### src/sv/bdq_pkg.sv
// Types and codes of the bounded deque.
// Depends on nothing; used by every other file but the defines header.
package bdq_pkg;

    localparam int unsigned DATA_W  = 32;
    localparam int unsigned COUNT_W = 5;

    typedef enum logic [1:0] {
        REQ_PUSH       = 2'd0,
        REQ_POP_HEAD   = 2'd1,
        REQ_POP_TAIL   = 2'd2,
        REQ_REMOVE_ALL = 2'd3
    } t_req_type;

    typedef enum logic [1:0] {
        ST_OK    = 2'd0,
        ST_EMPTY = 2'd1,
        ST_FULL  = 2'd2
    } t_status;

    typedef enum logic [1:0] {
        S_IDLE,
        S_SWEEP,
        S_FIN
    } t_state;

    typedef struct packed {
        logic shift;
        logic load;
    } t_cell_ctl;

endpackage

### src/sv/bdq_if.sv
// Request and response channel interfaces of the bounded deque.
// Depends on bdq_pkg for field widths.
interface bdq_req_if;
    logic                                valid;
    logic                                ready;
    logic [1:0]                          req_type;
    logic signed [bdq_pkg::DATA_W-1:0]   value;

    modport source (output valid, output req_type, output value, input ready);
    modport sink (input valid, input req_type, input value, output ready);
endinterface

interface bdq_rsp_if;
    logic                               valid;
    logic                               ready;
    logic [1:0]                         status;
    logic [bdq_pkg::COUNT_W-1:0]        removed_count;
    logic [bdq_pkg::COUNT_W-1:0]        entry_count;

    modport source (output valid, output status, output removed_count,
                    output entry_count, input ready);
    modport sink (input valid, input status, input removed_count,
                  input entry_count, output ready);
endinterface

### src/sv/bounded_deque_remove_matching.sv
// Bounded deque of signed 32-bit entries with remove-all-matching.
// Depends on bdq_pkg, bdq_if, bdq_cell and bdq_ctrl.
//
// Requests arrive on i_req (req_type, value) and each gives exactly one
// response word on o_rsp (status, removed_count, entry_count), both with
// a valid/ready handshake. Entries sit in a row of CAPACITY cells with
// the head in cell 0; a pop from the head shifts the whole row by one.
// Push, pop head and pop tail answer in the cycle after acceptance, and
// the next request can be taken in the cycle that word is taken, so
// these run at one word per cycle while the receiver is ready. A
// remove-all on a list of N entries rotates the row once per cycle,
// dropping matches as they leave the head, and answers from S_FIN once
// all N entries have passed the head. A remove-all on an empty list
// answers in the cycle after acceptance, as a push does. Reset clears
// the length to zero; cell contents are not cleared and are only ever
// read after being written. While the receiver holds a response word,
// no new request is accepted and the held word stays unchanged.
module bounded_deque_remove_matching #(
    parameter int unsigned CAPACITY = 16
) (
    input  logic      i_clk,
    input  logic      i_rst_n,
    bdq_req_if.sink   i_req,
    bdq_rsp_if.source o_rsp
);

    localparam int unsigned LW = $clog2(CAPACITY + 1);

    logic signed [bdq_pkg::DATA_W-1:0] w_val [CAPACITY];
    bdq_pkg::t_cell_ctl                w_ctl;
    logic [LW-1:0]                     w_pos;
    logic signed [bdq_pkg::DATA_W-1:0] w_load_data;

    bdq_ctrl #(
        .CAPACITY (CAPACITY),
        .LW       (LW)
    ) u_ctrl (
        .i_clk         (i_clk),
        .i_rst_n       (i_rst_n),
        .i_req_valid   (i_req.valid),
        .i_req_type    (i_req.req_type),
        .i_req_value   (i_req.value),
        .o_req_ready   (i_req.ready),
        .i_rsp_ready   (o_rsp.ready),
        .o_rsp_valid   (o_rsp.valid),
        .o_rsp_status  (o_rsp.status),
        .o_rsp_removed (o_rsp.removed_count),
        .o_rsp_count   (o_rsp.entry_count),
        .i_head        (w_val[0]),
        .o_ctl         (w_ctl),
        .o_pos         (w_pos),
        .o_load_data   (w_load_data)
    );

    for (genvar gi = 0; gi < CAPACITY; gi++) begin : g_cell
        bdq_cell #(
            .IDX (gi),
            .LW  (LW)
        ) u_cell (
            .i_clk       (i_clk),
            .i_ctl       (w_ctl),
            .i_pos       (w_pos),
            .i_load_data (w_load_data),
            .i_nbr       (w_val[(gi + 1 < CAPACITY) ? gi + 1 : gi]),
            .o_val       (w_val[gi])
        );
    end

endmodule

### src/sv/bdq_cell.sv
// One storage cell of the deque chain: holds one entry, takes its
// right-hand neighbour on a shift or the broadcast word on a load at its own position.
// Depends on bdq_pkg.
module bdq_cell #(
    parameter int unsigned IDX = 0,
    parameter int unsigned LW  = 5
) (
    input  logic                              i_clk,
    input  bdq_pkg::t_cell_ctl                i_ctl,
    input  logic [LW-1:0]                     i_pos,
    input  logic signed [bdq_pkg::DATA_W-1:0] i_load_data,
    input  logic signed [bdq_pkg::DATA_W-1:0] i_nbr,
    output logic signed [bdq_pkg::DATA_W-1:0] o_val
);

    logic signed [bdq_pkg::DATA_W-1:0] r_val;
    logic                              w_hit;

    assign w_hit = i_ctl.load && (i_pos == LW'(IDX));

    always_ff @(posedge i_clk) begin
        if (w_hit) begin
            r_val <= i_load_data;
        end else if (i_ctl.shift) begin
            r_val <= i_nbr;
        end
    end

    assign o_val = r_val;

endmodule

### src/sv/bdq_ctrl.sv
// Sequencer of the deque: length, request decode, rotation sweep for
// remove-all and the registered response word.
// Depends on bdq_pkg.
module bdq_ctrl #(
    parameter int unsigned CAPACITY = 16,
    parameter int unsigned LW       = 5
) (
    input  logic                              i_clk,
    input  logic                              i_rst_n,
    input  logic                              i_req_valid,
    input  logic [1:0]                        i_req_type,
    input  logic signed [bdq_pkg::DATA_W-1:0] i_req_value,
    output logic                              o_req_ready,
    input  logic                              i_rsp_ready,
    output logic                              o_rsp_valid,
    output logic [1:0]                        o_rsp_status,
    output logic [bdq_pkg::COUNT_W-1:0]       o_rsp_removed,
    output logic [bdq_pkg::COUNT_W-1:0]       o_rsp_count,
    input  logic signed [bdq_pkg::DATA_W-1:0] i_head,
    output bdq_pkg::t_cell_ctl                o_ctl,
    output logic [LW-1:0]                     o_pos,
    output logic signed [bdq_pkg::DATA_W-1:0] o_load_data
);

    localparam logic [LW-1:0] CAP_L = LW'(CAPACITY);
    localparam logic [LW-1:0] ONE_L = LW'(1);

    bdq_pkg::t_state                   r_state, n_state;
    logic [LW-1:0]                     r_len, n_len;
    logic [LW-1:0]                     r_cnt, n_cnt;
    logic [LW-1:0]                     r_orig, n_orig;
    logic signed [bdq_pkg::DATA_W-1:0] r_key, n_key;
    logic                              r_out_valid, n_out_valid;
    bdq_pkg::t_status                  r_status, n_status;
    logic [bdq_pkg::COUNT_W-1:0]       r_removed, n_removed;
    logic [bdq_pkg::COUNT_W-1:0]       r_count, n_count;
    logic                              w_out_free;
    logic                              w_accept;

    always_ff @(posedge i_clk) begin
        if (!i_rst_n) begin
            r_state     <= bdq_pkg::S_IDLE;
            r_len       <= '0;
            r_cnt       <= '0;
            r_out_valid <= 1'b0;
        end else begin
            r_state     <= n_state;
            r_len       <= n_len;
            r_cnt       <= n_cnt;
            r_out_valid <= n_out_valid;
        end
    end

    always_ff @(posedge i_clk) begin
        r_orig    <= n_orig;
        r_key     <= n_key;
        r_status  <= n_status;
        r_removed <= n_removed;
        r_count   <= n_count;
    end

    assign w_out_free  = !r_out_valid || i_rsp_ready;
    assign o_req_ready = (r_state == bdq_pkg::S_IDLE) && w_out_free;
    assign w_accept    = i_req_valid && o_req_ready;

    always_comb begin
        n_state     = r_state;
        n_len       = r_len;
        n_cnt       = r_cnt;
        n_orig      = r_orig;
        n_key       = r_key;
        n_out_valid = r_out_valid && !i_rsp_ready;
        n_status    = r_status;
        n_removed   = r_removed;
        n_count     = r_count;
        o_ctl       = '0;
        o_pos       = r_len;
        o_load_data = i_req_value;

        case (r_state)
            bdq_pkg::S_IDLE: begin
                if (w_accept) begin
                    n_out_valid = 1'b1;
                    n_status    = bdq_pkg::ST_OK;
                    n_removed   = '0;
                    case (bdq_pkg::t_req_type'(i_req_type))
                        bdq_pkg::REQ_PUSH: begin
                            if (r_len == CAP_L) begin
                                n_status = bdq_pkg::ST_FULL;
                            end else begin
                                o_ctl.load = 1'b1;
                                n_len      = r_len + ONE_L;
                            end
                        end
                        bdq_pkg::REQ_POP_HEAD: begin
                            if (r_len == '0) begin
                                n_status = bdq_pkg::ST_EMPTY;
                            end else begin
                                o_ctl.shift = 1'b1;
                                n_len       = r_len - ONE_L;
                                n_removed   = bdq_pkg::COUNT_W'(1);
                            end
                        end
                        bdq_pkg::REQ_POP_TAIL: begin
                            if (r_len == '0) begin
                                n_status = bdq_pkg::ST_EMPTY;
                            end else begin
                                n_len     = r_len - ONE_L;
                                n_removed = bdq_pkg::COUNT_W'(1);
                            end
                        end
                        default: begin
                            if (r_len == '0) begin
                                n_status = bdq_pkg::ST_EMPTY;
                            end else begin
                                n_out_valid = 1'b0;
                                n_state     = bdq_pkg::S_SWEEP;
                                n_cnt       = r_len;
                                n_orig      = r_len;
                                n_key       = i_req_value;
                            end
                        end
                    endcase
                    n_count = bdq_pkg::COUNT_W'(n_len);
                end
            end
            bdq_pkg::S_SWEEP: begin
                o_ctl.shift = 1'b1;
                o_load_data = i_head;
                o_pos       = r_len - ONE_L;
                if (i_head == r_key) begin
                    n_len = r_len - ONE_L;
                end else begin
                    o_ctl.load = 1'b1;
                end
                n_cnt = r_cnt - ONE_L;
                if (r_cnt == ONE_L) begin
                    n_state = bdq_pkg::S_FIN;
                end
            end
            bdq_pkg::S_FIN: begin
                if (w_out_free) begin
                    n_out_valid = 1'b1;
                    n_status    = bdq_pkg::ST_OK;
                    n_removed   = bdq_pkg::COUNT_W'(r_orig - r_len);
                    n_count     = bdq_pkg::COUNT_W'(r_len);
                    n_state     = bdq_pkg::S_IDLE;
                end
            end
            default: begin
                n_state = bdq_pkg::S_IDLE;
            end
        endcase
    end

    assign o_rsp_valid   = r_out_valid;
    assign o_rsp_status  = r_status;
    assign o_rsp_removed = r_removed;
    assign o_rsp_count   = r_count;

endmodule

### src/flat_wrapper.sv
// flat-port wrapper written by rule: the top's interface ports become plain ports
module bounded_deque_remove_matching_flat 
#(
    parameter int unsigned CAPACITY = 16
)
  (i_clk, i_rst_n, i_req_valid, i_req_req_type, i_req_value, i_req_ready, o_rsp_valid, o_rsp_status, o_rsp_removed_count, o_rsp_entry_count, o_rsp_ready);
  bdq_req_if i_req_i ();
  bdq_rsp_if o_rsp_i ();
  input  logic i_clk;
  input  logic i_rst_n;
  input wire logic [$bits(i_req_i.valid)-1:0] i_req_valid;
  input wire logic [$bits(i_req_i.req_type)-1:0] i_req_req_type;
  input wire logic [$bits(i_req_i.value)-1:0] i_req_value;
  output wire logic [$bits(i_req_i.ready)-1:0] i_req_ready;
  output wire logic [$bits(o_rsp_i.valid)-1:0] o_rsp_valid;
  output wire logic [$bits(o_rsp_i.status)-1:0] o_rsp_status;
  output wire logic [$bits(o_rsp_i.removed_count)-1:0] o_rsp_removed_count;
  output wire logic [$bits(o_rsp_i.entry_count)-1:0] o_rsp_entry_count;
  input wire logic [$bits(o_rsp_i.ready)-1:0] o_rsp_ready;
  assign i_req_i.valid = i_req_valid;
  assign i_req_i.req_type = i_req_req_type;
  assign i_req_i.value = i_req_value;
  assign i_req_ready = i_req_i.ready;
  assign o_rsp_valid = o_rsp_i.valid;
  assign o_rsp_status = o_rsp_i.status;
  assign o_rsp_removed_count = o_rsp_i.removed_count;
  assign o_rsp_entry_count = o_rsp_i.entry_count;
  assign o_rsp_i.ready = o_rsp_ready;
  bounded_deque_remove_matching #(.CAPACITY(CAPACITY)) u_core (.i_clk(i_clk), .i_rst_n(i_rst_n), .i_req(i_req_i), .o_rsp(o_rsp_i));
endmodule
### config.mk
export PLATFORM = sky130hd
export DESIGN_NAME = bounded_deque_remove_matching_flat
export DESIGN_NICKNAME = d
export VERILOG_FILES = /design/src/sv/bdq_pkg.sv /design/src/sv/bdq_if.sv /design/src/sv/bounded_deque_remove_matching.sv /design/src/sv/bdq_cell.sv /design/src/sv/bdq_ctrl.sv /design/src/flat_wrapper.sv
export SDC_FILE = /design/constraint.sdc
export NUM_CORES = 1
export LEC_CHECK = 0
export BUFFER_PORTS_ARGS = -buffer_cell sky130_fd_sc_hd__buf_2
export CAP_MARGIN = 40
export CORE_MARGIN = 1
export CORE_UTILIZATION = 50
export DETAILED_ROUTE_END_ITERATION = 16
export GPL_TIMING_DRIVEN = 0
export PLACE_DENSITY = 0.76
export SYNTH_ARGS = -nofsm -noshare
export SYNTH_HDL_FRONTEND = slang
export SYNTH_HIERARCHICAL = 1
export SYNTH_SLANG_ARGS = --single-unit
export TNS_END_PERCENT = 50
### constraint.sdc
create_clock -name i_clk -period 10.2 [get_ports i_clk]
set_input_delay 2.04 -clock i_clk [delete_from_list [all_inputs] [get_ports i_clk]]
set_output_delay 2.04 -clock i_clk [all_outputs]
set_load 0.005 [all_outputs]
After elaboration in Yosys (flattened, before gate mapping)
Index checks and enable logic that the tools add are counted.
Storage, ports and cells
  output and inout bits: 14
  input port bits: 38
  register bits: 574
  word-level logic and storage cells: 181
Operators by class
  $add $sub $neg: 4
  reduce and logical (&&, ||, !) cells: 50
  muxes and demuxes: 72
  equal/unequal tests: 28
  bitwise logic cells: 2
Operators by type and width (count)
  $mux 32: 31
  $mux 5: 11
  $pmux 5 s2: 5
  $eq 5x4->1 const B: 8
  $reduce_bool 2->1: 17
  $eq 32x32->1: 1
  $eq 5x3->1 const B: 4
  $logic_and 1x1->1: 19
  $mux 2: 9
  $mux 1: 12
  $ne 2x2->1 const B: 6
  $eq 5x1->1 const B: 2
  $eq 5x2->1 const B: 2
  $logic_not 5->1: 2
  $sub 5x1->5 const B: 2
  $pmux 2 s2: 2
  $reduce_and 4->1: 2
  $pmux 2 s3: 1
  $reduce_and 3->1: 2
  $add 5x1->5 const B: 1
  $eq 5x5->1 const B: 1
  $reduce_and 5->1: 1
  $sub 5x5->5: 1
  $eq 2x1->1 const B: 2
  other kinds (8): 12

Depth between registers and ports, before layout
  depth in word-level cells: 8
  gate-level depth with buffers: 11
  depth with buffers taken out: 8

Modules after synthesis
Netlist, hierarchy kept.
Modules (own cells, without submodules)
  bdq_cell (u_core.g_cell[1].u_cell ...): area an instance 1514.0 sq um, sequential area each 960.9 sq um, times used 4, cells an instance 70
  bdq_cell (u_core.g_cell[10].u_cell ...): area an instance 1502.7 sq um, sequential area each 960.9 sq um, times used 4, cells an instance 70
  bdq_cell (u_core.g_cell[11].u_cell ...): area an instance 1403.8 sq um, sequential area each 960.9 sq um, times used 4, cells an instance 70
  bdq_ctrl: area an instance 3669.8 sq um, sequential area each 1731.7 sq um, times used 1, cells an instance 409
  bdq_cell (u_core.g_cell[3].u_cell): area an instance 1522.7 sq um, sequential area each 960.9 sq um, times used 1, cells an instance 71
  bdq_cell (u_core.g_cell[12].u_cell): area an instance 1511.4 sq um, sequential area each 960.9 sq um, times used 1, cells an instance 70
  bdq_cell (u_core.g_cell[0].u_cell): area an instance 1493.9 sq um, sequential area each 960.9 sq um, times used 1, cells an instance 70
  bdq_cell (u_core.g_cell[15].u_cell): area an instance 1392.6 sq um, sequential area each 960.9 sq um, times used 1, cells an instance 70

Worst setup path after synthesis
OpenSTA, ideal clock, no wires.
  kind: input-to-reg
  start point: input i_req_req_type[1]
  end point: register u_core.g_cell[12].u_cell.r_val, in the netlist u_core/g_cell[12].u_cell/o_val[0], enable pin
  arrival time: 6266 ps
  setup time: 394 ps
  path slack: 3540 ps
  path buffers: 2
  stages: 9
  required time: 9806 ps
  cells stage by stage: inv_1 -> ha_1 -> clkbuf_1 -> o21ai_1 -> o21ai_0 -> nor4b_4 -> nand3_4 -> buf_6 -> nand2b_1
RTL lines
  start: declaration: line flat_wrapper.sv:12  | input wire logic [$bits(i_req_i.req_type)-1:0] i_req_req_type;
  end signal: assignment: line bdq_cell.sv:23  | r_val <= i_load_data;
  end signal: assignment: line bdq_cell.sv:25  | r_val <= i_nbr;
  end: declaration: line bdq_cell.sv:16  | logic signed [bdq_pkg::DATA_W-1:0] r_val;

==> metrics <==
hold slack final 0.494 ns; Switching Fraction 22.6%; Die Wd 236 um; post-CTS setup buffer count 0; CTS tree done; Post-synth EDFFs 561; first-pass GRT wire length 71.4 mm; cell taking the most area after synthesis edfxtp_1; ys async rst share 0%; ANT nets after route 0; Syn. warnings 6; placed insts 2294; RD Place Congestion around 0.85; CTS Buf Count 58; cts hold-fix bufs 0; Synth Register Bits 574; Layout area overhead 11.8%; max incr delay on CP a little under 0.6 ns; Netlist cell types 60; critical path class primary input to register; maximum level of the CTS H-tree 2; crit share post-route between 40% and 50%; Layout Cells excl Fill ~2400; fin nets between 1500 and 2000; crit start category primary input; Seq/Total Area, Yosys 62.7%; initial antenna violation count 1; DRC Markers 0; Setup Skew 0.0409 ns; actual slew at the worst max-slew pin 0.731 ns; Avg Cell Area, Syn ~18 um2; Sequential Power Share between 50% and 60%; core area 53800 um2; post-route setup slack 5.36 ns; Rows 85; Setup WS pre-CTS 4.72 ns; CTS root buf clkbuf_16; status complete, no violations; Starting Density 50.7%; Switch Pwr 1210 uW; Slew headroom 51.1%; Clock power frac between 30% and 40%; area share of the leading cell type in the synthesized netlist 61.8%; # Max-Cap Violations 0; max-slew violations 0; Top Ports 52; clk slew on worst S/H paths 0.06 ns; synth top area cells edfxtp_1, mux2_4, mux2_2; maximum vdd drop 129 uV; CP required 10.42 ns; Final Critical Period 4.84 ns; Via density 5.33; Final TNS setup 0 ns; Overall Global Routing Usage 16.0%; top post-synthesis cells by count edfxtp_1, mux2_4, mux2_2, nand2_1, buf_6; Vias 12800; PnR Total Power 5340 uW; Worst Path Buf+Inv 5; share of layout cells above drive strength 1 a little over two fifths; final setup vio count 0; CP arrival 5.07 ns; die area 55500 um2; Critical Path End Type register; port bufs about 50; Worst Path Max Fanout 32; total nets after synthesis 1580; routed wire length 44.1 mm; die height 236 um; largest net degree at the start of global routing 41; Clock Path Buffers 3; Int Pwr just over 4000 uW; ordered list of cells on the worst path buf_2, inv_1, ha_1, clkbuf_1, o21ai_1, o21ai_2, buf_8, nor3b_4, buf_6, or2_2; Worst path slowest cell or2_2; family with the most delay on the worst path simple AND/OR/NAND/NOR gates; Main synth FF type edfxtp_1; fillcell total 3932; clk_lat worst skew ~0.63 ns; combinational share of power 9.8%; Post-Syn Instances between 1500 and 2000; Max Clock Freq 206 MHz; worst min path class register to register; drt pass-1 iters 5; Routed WL per cell between 15 and 20 um; Lkg Pwr around 0.012 uW; clk sinks 574; HPWL after DPL ~32 mm; unrepaired setup endpoints after global routing false; cts repair resizes 0; Final Hold Fails 0; Mapped Area about 27000 um2; count leader, synth edfxtp_1; vias in the first global route 13400; Pwr Density 175 nW/um2; total congestion overflow 0; DRT iter0 DRCs 625
sequential cells by signal (all words and copies together), names as in the netlist:
register,cells
u_core/g_cell.u_cell/o_val,512
u_core/u_ctrl/r_key,32
u_core/u_ctrl/o_rsp_count,5
u_core/u_ctrl/o_rsp_removed,5
u_core/u_ctrl/r_cnt,5
u_core/u_ctrl/r_len,5
u_core/u_ctrl/r_orig,5
u_core/u_ctrl/o_rsp_status,2
u_core/u_ctrl/r_state,2
u_core/u_ctrl/o_rsp_valid,1
through the flow:
step | cell area, um2 | utilization [%]
after detailed placement | 28700 | 53.3
final | 30500 | 56.6
after CTS | 30500 | 56.6
after global routing | 30500 | 56.6
after global placement | 28400 | 52.8
after floorplan | 27300 | -
routing by layer:
metal / vias to the layer above / global-route usage (%) / part of all wire (%)
met2: 206 / 27.9 / 50
met1: 6403 / 20.0 / 44
met3: 65 / 3.15 / 3.8
li1: 6140 / - / -
met5: - / 0 / 0
met4: 0 / 4.87 / 2.3
cell type report:
| class | instances | area [um2] | share of cell area, % |
|---|---|---|---|
| sequential | 574 | 17100 | 56.1 |
| multi-input combinational | 868 | 9450 | 31.0 |
| clock buffer | 73 | 1510 | 4.95 |
| tap | 696 | 871 | 2.86 |
| buffer | 74 | 684 | 2.25 |
| timing repair buffer | 68 | 505 | 1.66 |
| clock inverter | 35 | 300 | 0.985 |
| inverter | 14 | 52.6 | 0.172 |
| antenna | 1 | 2.50 | 0.00821 |
layout by cell type (no fill, tap or decap), types with 5 or more instances in the layout:
master / instances
a21oi_1: 21
xor2_1: 34
nand2_1: 113
nor4b_4: 6
mux2_1: 20
mux2_4: 319
buf_2: 56
a21o_1: 6
nand3_1: 6
inv_1: 14
dfxtp_1: 13
nor4_1: 10
buf_8: 13
nand3b_4: 8
ha_1: 11
nand2b_1: 14
nor3_1: 10
o21ai_0: 19
buf_6: 49
edfxtp_1: 561
clkbuf_16: 58
clkbuf_1: 33
or2_2: 9
mux2_2: 173
nor3b_4: 5
nor2_1: 21
clkinv_1: 14
clkinv_2: 13
power groups by stage:
| stage | logic [uW] | registers (uW) | clock network (uW) |
|---|---|---|---|
| after floorplan | 377 | 2860 | 0 |
| after global placement | 483 | 2860 | 0 |
| after detailed placement | 526 | 2870 | 0 |
| after CTS | 529 | 2820 | 2050 |
| after global routing | 567 | 2830 | 2130 |
| final | 525 | 2820 | 1990 |
path summary, 6_finish.rpt:
kind         slack, ns              startpoint  cells after the start                            endpoint
max               5.36       i_req_req_type[1]                     10  u_core/g_cell[14].u_cell/o_val[19]
min               0.49  u_core/u_ctrl/r_len[3]                      0             u_core/u_ctrl/r_orig[3]
max reg2reg       5.79  u_core/u_ctrl/r_len[0]                     10  u_core/g_cell[14].u_cell/o_val[19]
min reg2reg       0.49  u_core/u_ctrl/r_len[3]                      0             u_core/u_ctrl/r_orig[3]
cell families (layout without fill, tap and decap cells):
kind of cell / Yosys count / count (layout) / synth area share (%)
buffers and inverters: 88 / 264 / 2.70
multiplexers: 512 / 512 / 25.5
adder cells (fa/ha/maj): 12 / 12 / 0.578
AND/OR/NAND/NOR: 234 / 234 / 5.62
other: 0 / 1 / 0
XOR/XNOR: 39 / 39 / 1.25
AO/OA/AOI/OAI: 71 / 71 / 1.60
flip-flops: 574 / 574 / 62.7
Note: power is estimated with default switching activity, not from simulation.
